**config.mk**
```make
export PLATFORM = sky130hd
export DESIGN_NAME = plq_ctrl
export DESIGN_NICKNAME = d
export VERILOG_FILES = /design/src/rtl/assert_macros.svh /design/src/rtl/plq_pkg.sv /design/src/rtl/plq_ctrl.sv
export SDC_FILE = /design/constraint.sdc
export NUM_CORES = 1
export LEC_CHECK = 0
export BUFFER_PORTS_ARGS = -buffer_cell sky130_fd_sc_hd__buf_2
export CAP_MARGIN = 10
export CORE_AREA = 2 2 39 41
export CTS_BUF_LIST = sky130_fd_sc_hd__clkbuf_4
export DETAILED_ROUTE_END_ITERATION = 12
export DIE_AREA = 0 0 41 43
export PLACE_DENSITY = 0.3
export SLEW_MARGIN = 40
export SYNTH_ARGS = -nofsm -noshare
export SYNTH_HDL_FRONTEND = slang
export SYNTH_SLANG_ARGS = --single-unit
```
**constraint.sdc**
```tcl
create_clock -name i_clk -period 1.1 [get_ports i_clk]
set_clock_uncertainty 0.15 [all_clocks]
set_input_delay 0.22 -clock i_clk [delete_from_list [all_inputs] [get_ports i_clk]]
set_output_delay 0.22 -clock i_clk [all_outputs]
set_load 0.01 [all_outputs]
```
**src/rtl/assert_macros.svh**
```systemverilog
// Assertion macros shared by the RTL. Define NO_ASSERTIONS to compile them out.
`ifndef ASSERT_MACROS_SVH
`define ASSERT_MACROS_SVH
`ifndef NO_ASSERTIONS
// Checked at every clock edge outside reset.
`define PLQ_ASSERT(lbl, clk, rst_n, prop, msg) \
    lbl: assert property (@(posedge clk) disable iff (!rst_n) prop) else $error(msg);
// Checked at every clock edge, reset included.
`define PLQ_ASSERT_ALWAYS(lbl, clk, prop, msg) \
    lbl: assert property (@(posedge clk) prop) else $error(msg);
`else
`define PLQ_ASSERT(lbl, clk, rst_n, prop, msg)
`define PLQ_ASSERT_ALWAYS(lbl, clk, prop, msg)
`endif
`endif

```
**src/rtl/plq_pkg.sv**
```systemverilog
`default_nettype none
package plq_pkg;

    localparam int unsigned POOL_SLOTS_DEFAULT = 256;
    localparam int unsigned SIZE_BITS_DEFAULT  = 32;

    localparam int unsigned SLOT_BITS    = 8;
    localparam int unsigned SIZE_IN_BITS = 32;
    localparam int unsigned VOL_BITS     = 40;
    localparam int unsigned COUNT_BITS   = 9;

    localparam logic [1:0] OP_APPEND = 2'd0;
    localparam logic [1:0] OP_UNLINK = 2'd1;
    localparam logic [1:0] OP_CLEAR  = 2'd2;

    localparam logic [1:0] STAT_DONE       = 2'd0;
    localparam logic [1:0] STAT_QUEUED     = 2'd1;
    localparam logic [1:0] STAT_NOT_QUEUED = 2'd2;

    typedef struct packed {
        logic [1:0]              operation;
        logic [SLOT_BITS-1:0]    node_slot;
        logic [SIZE_IN_BITS-1:0] order_size;
    } t_plq_in;

    typedef struct packed {
        logic [VOL_BITS-1:0]   total_volume;
        logic [COUNT_BITS-1:0] order_count;
        logic                  level_empty;
        logic [SLOT_BITS-1:0]  head_slot_out;
        logic [SLOT_BITS-1:0]  tail_slot_out;
        logic [1:0]            status;
    } t_plq_out;

    // Commands from the controller to the datapath.
    typedef struct packed {
        logic capture;  // take the input item and read its slot's links and size
        logic execute;  // update links, totals and membership, load the result
    } t_plq_cmd;

endpackage
`default_nettype wire

```
**src/rtl/plq_ctrl.sv**
```systemverilog
`default_nettype none
module plq_ctrl (
    input  logic              i_clk,
    input  logic              i_rst_n,
    input  logic              i_in_valid,
    input  logic              i_out_ready,
    output logic              o_in_ready,
    output logic              o_out_valid,
    output plq_pkg::t_plq_cmd o_cmd
);
    import plq_pkg::*;

    typedef enum logic [1:0] {
        S_IDLE = 2'b01,
        S_EXEC = 2'b10
    } t_plq_state;

    t_plq_state r_state;
    t_plq_state n_state;
    logic       r_out_valid;
    logic       n_out_valid;
    t_plq_cmd   cmd;

    always_comb begin
        n_state     = r_state;
        cmd.capture = 1'b0;
        cmd.execute = 1'b0;
        unique case (r_state)
            S_IDLE: begin
                cmd.capture = i_in_valid;
                if (i_in_valid) begin
                    n_state = S_EXEC;
                end
            end
            S_EXEC: begin
                // The result register must be free or emptying this cycle.
                cmd.execute = !r_out_valid || i_out_ready;
                if (cmd.execute) begin
                    n_state = S_IDLE;
                end
            end
            default: begin
                n_state = S_IDLE;
            end
        endcase
    end

    always_comb begin
        n_out_valid = r_out_valid;
        if (cmd.execute) begin
            n_out_valid = 1'b1;
        end else if (i_out_ready) begin
            n_out_valid = 1'b0;
        end
    end

    always_ff @(posedge i_clk) begin
        if (!i_rst_n) begin
            r_state     <= S_IDLE;
            r_out_valid <= 1'b0;
        end else begin
            r_state     <= n_state;
            r_out_valid <= n_out_valid;
        end
    end

    assign o_in_ready  = (r_state == S_IDLE);
    assign o_out_valid = r_out_valid;
    assign o_cmd       = cmd;

endmodule
`default_nettype wire

```
### After elaboration in Yosys (flattened, before gate mapping)

Cells that the tools add are included.

| storage, ports and cells | value |
|---|---|
| bits in registers | 3 |
| word-level logic and storage cells | 17 |
| output and inout port bits | 4 |
| bits of input ports | 4 |

| cells by class | value |
|---|---|
| reduce and logical (&&, ||, !) cells | 4 |
| eq/ne operators | 4 |
| multiplexer cells | 7 |

Operator list:

| operator | count |
|---|---|
| $mux 1 | 4 |
| $mux 2 | 2 |
| $ne 2x2->1 const B | 2 |
| $pmux 2 s2 | 1 |
| $eq 2x1->1 const B | 1 |
| $eq 2x2->1 const B | 1 |
| $reduce_and 2->1 | 1 |
| $reduce_bool 2->1 | 1 |
| $logic_not 1->1 | 1 |
| $logic_or 1x1->1 | 1 |

### Longest topological paths before layout

| logic depth | value |
|---|---|
| word-level depth | 4 |
| mapped depth | 3 |
| mapped depth without buffers | 2 |

### Worst setup path after synthesis

No wires, ideal clock.

| timing path | value |
|---|---|
| kind | register to output |
| start | register r_out_valid (netlist: o_out_valid) |
| end | output port o_cmd[0] in the netlist's numbering |
| data required time | 0.730 ns |
| stages on the path, launching flop included | 4 |
| buffers on the path | 1 |
| slack | 0.039 ns |
| data arrival time | 0.691 ns |
| path through | dfxtp_1 -> nand2b_1 -> nor2b_1 -> buf_4 |

RTL lines:

| item | line | text |
|---|---|---|
| from (decl) | plq_ctrl.sv:20 | `logic r_out_valid;` |
| from (signal assigned) | plq_ctrl.sv:63 | `r_out_valid <= n_out_valid;` |
| to (decl) | plq_ctrl.sv:9 | `output plq_pkg::t_plq_cmd o_cmd` |

==> impl_results.md <==
* Syn avg cell area at 10.30 um^2
* Clock Sinks at 3
* Synth Instances at 13
* Layout cell share with drive strength beyond 1 at 0.7600
* Slew margin rel. at 0.9322
* Comb power frac at 0.130
* Net Count, Synth at 17
* Nature of the critical path startpoint: flip-flop
* Number of distinct library cells after synthesis at 9
* Final hold violations at 0
* Hold Crit Class: input pin to flip-flop
* Clock network power share at 0.562
* Core area at 1384 um^2
* Critical Path AT at 0.94 ns
* Clk pin slew, worst setup/hold paths at 0.03 ns
* Violated checks: negative setup slack
* Sw Pwr at 0.07946 mW
* Die width at 41 um
* Antenna violations before repair at 0
* Critical-path cell list: and3b_2 -> buf_6
* Final period util at 1.191
* Antenna cell count at 0
* Slew Viols, Final at 0
* Routed length per placed instance at 7.244 um
* Die area at 1763 um^2
* I/O Buffers at 7
* Clk_lat worst skew at 0.23 ns
* Worst-Margin Slew at 0.1014 ns
* Initial Util at 0.09674
* Synth Area in Adders at 0
* Place WS at 0.005306 ns
* Mapped cell area at 133.9 um^2
* Tot Pwr at 0.3879 mW
* Non-Filler Instances at 41
* # DRC at 0
* Crit path kind: flip-flop to primary output
* Slowest Stage Delay on Critical Path at 0.35 ns
* Area Overhead vs Synth at 90.65%
* WP data required at 0.73 ns
* Initial DRC count at 0
* Antenna-violating nets left at 0
* Synth Area in Compound Gates at 0.1495
* Die Span Y at 43 um
* Row count at 14
* Sequential share of the synthesized area at 0.4486
* First-pass GRT wire length at 407 um
* Root Buffer: clkbuf_4
* CP max FO at 3
* GRT overflow at 0
* Fmax at 763.2 MHz
* Multiplexer share of the synthesized area at 0
* Post-DR vias/cell at 3.073
* Boundary Pins at 8
* Routed Wire Length at 297 um
* Worst vdd ir at 455.1 uV
* Placed insts at 35
* Largest net degree at the start of global routing at 5
* Final setup violation count at 4
* H-tree depth at 1
* Largest family of logic cells by synthesized area: simple AND/OR/NAND/NOR gates
* Total negative slack at -0.5803 ns
* #FFs+latches synth at 3
* Vias at 126
* CTS tree: yes
* Min setup slack post-route at -0.2104 ns
* Switching Share at 0.2049
* Cell Pwr Density at 1520 nW/um^2
* TritonCTS Buffers at 3
* RSZ-0062 raised after global routing: true
* Sequential share of power at 0.308
* Drt pass-1 iters at 1
* Post-synthesis xor/xnor area fraction at 0
* Pint at 0.3084 mW
* P_leak at 0.1185 nW
* GRT Total Usage at 0.04609
* Status: complete, but fails checks
* Max_cap viols at 0
* Min Tclk post-route at 1.310 ns
* Max clock buf depth at 2
* Fin nets at 30
* CP max-delay cell: dfxtp_4
* Final weighted congestion in routability-driven placement at 0.6262
* Ys Warns at 0
* Simple logic cell fraction of the synthesized area at 0.3458
* Crit. End Element: primary output
* Vias in the first global route at 110
[flip-flops by register name, summed over array words and instances, names as in the netlist]
name and count:
o_out_valid 1, r_state 2
[logic make-up after synthesis]
kind of cell           Yosys count
buffers and inverters            1
and+or+nand+nor                  6
AOI/OAI and AO/OA                3
DFF                              3
[per-stage QoR]
stage / hold WS (ns) / instance area (um^2) / util
6_report: 0.02935 / 255.2 / 0.1844
5_1_grt: 0.03042 / 255.2 / 0.1844
4_1_cts: 0.01963 / 244.0 / 0.1763
3_5_place_dp: 0.2806 / 181.4 / 0.1311
3_3_place_gp: 0.2812 / 181.4 / 0.1311
2_1_floorplan: 0.1500 / 133.9 / -
[final timing paths]
kind / cells past startpoint / from / end / slack [ns]
min: 2 / i_rst_n / r_state[0] / 0.03
min reg2reg: 2 / o_out_valid / o_out_valid / 0.34
max: 2 / r_state[1] / o_cmd[1] / -0.21
max reg2reg: 3 / r_state[1] / r_state[1] / -0.02
[timing repair]
action,in CTS,in global routing
resized for setup,5,4
hold buffers,0,0
endpoints found under the setup margin,3,5
setup buffers,2,0
endpoints found under the hold margin,0,0
[power groups by stage]
stage	combinational, mW	clock [mW]	sequential (mW)
2_1_floorplan	0.0182	0	0.120
3_3_place_gp	0.0321	0	0.120
3_5_place_dp	0.0326	0	0.120
4_1_cts	0.0472	0.231	0.120
5_1_grt	0.0534	0.245	0.120
6_report	0.0504	0.218	0.120
[per-layer routing]
metal  track usage  share of wire
met5             0              0
met4       0.04000              0
met1       0.04153           0.45
met3       0.07853           0.16
met2       0.03750           0.38
[cells in the final DEF, fill, tap and decap left out, types with 2 or more instances in the layout]
cell type  n
dfxtp_2    2
clkbuf_4   4
nor2b_1    2
buf_6      3
buf_2      6
[area by class of cell]
class	instances	area [um^2]
fillers	160	1129
multi-input cells	9	75.07
flip-flops and latches	3	66.31
repair buffers	9	63.81
clock buffers	4	30.03
well taps	16	20.02
[cell usage after synthesis]
| master | n | area, um^2 |
|---|---|---|
| and4bb_2 | 1 | 12.51 |
| nand2b_1 | 2 | 12.51 |
| buf_4 | 1 | 7.510 |
| o21a_1 | 1 | 7.510 |
| a21boi_1 | 1 | 7.510 |
| dfxtp_1 | 3 | 60.06 |
| and3b_1 | 1 | 8.760 |
| o21ai_1 | 1 | 5.000 |
| nor2b_1 | 2 | 12.51 |
[worst max-delay path: cells and delay by family, from the launching register on]
kind	cells	cell delay [ns]
and+or+nand+nor	1	0.26
buffers and inverters	1	0.10
DFF	1	0.35
Power figures use the tool's default switching activity.
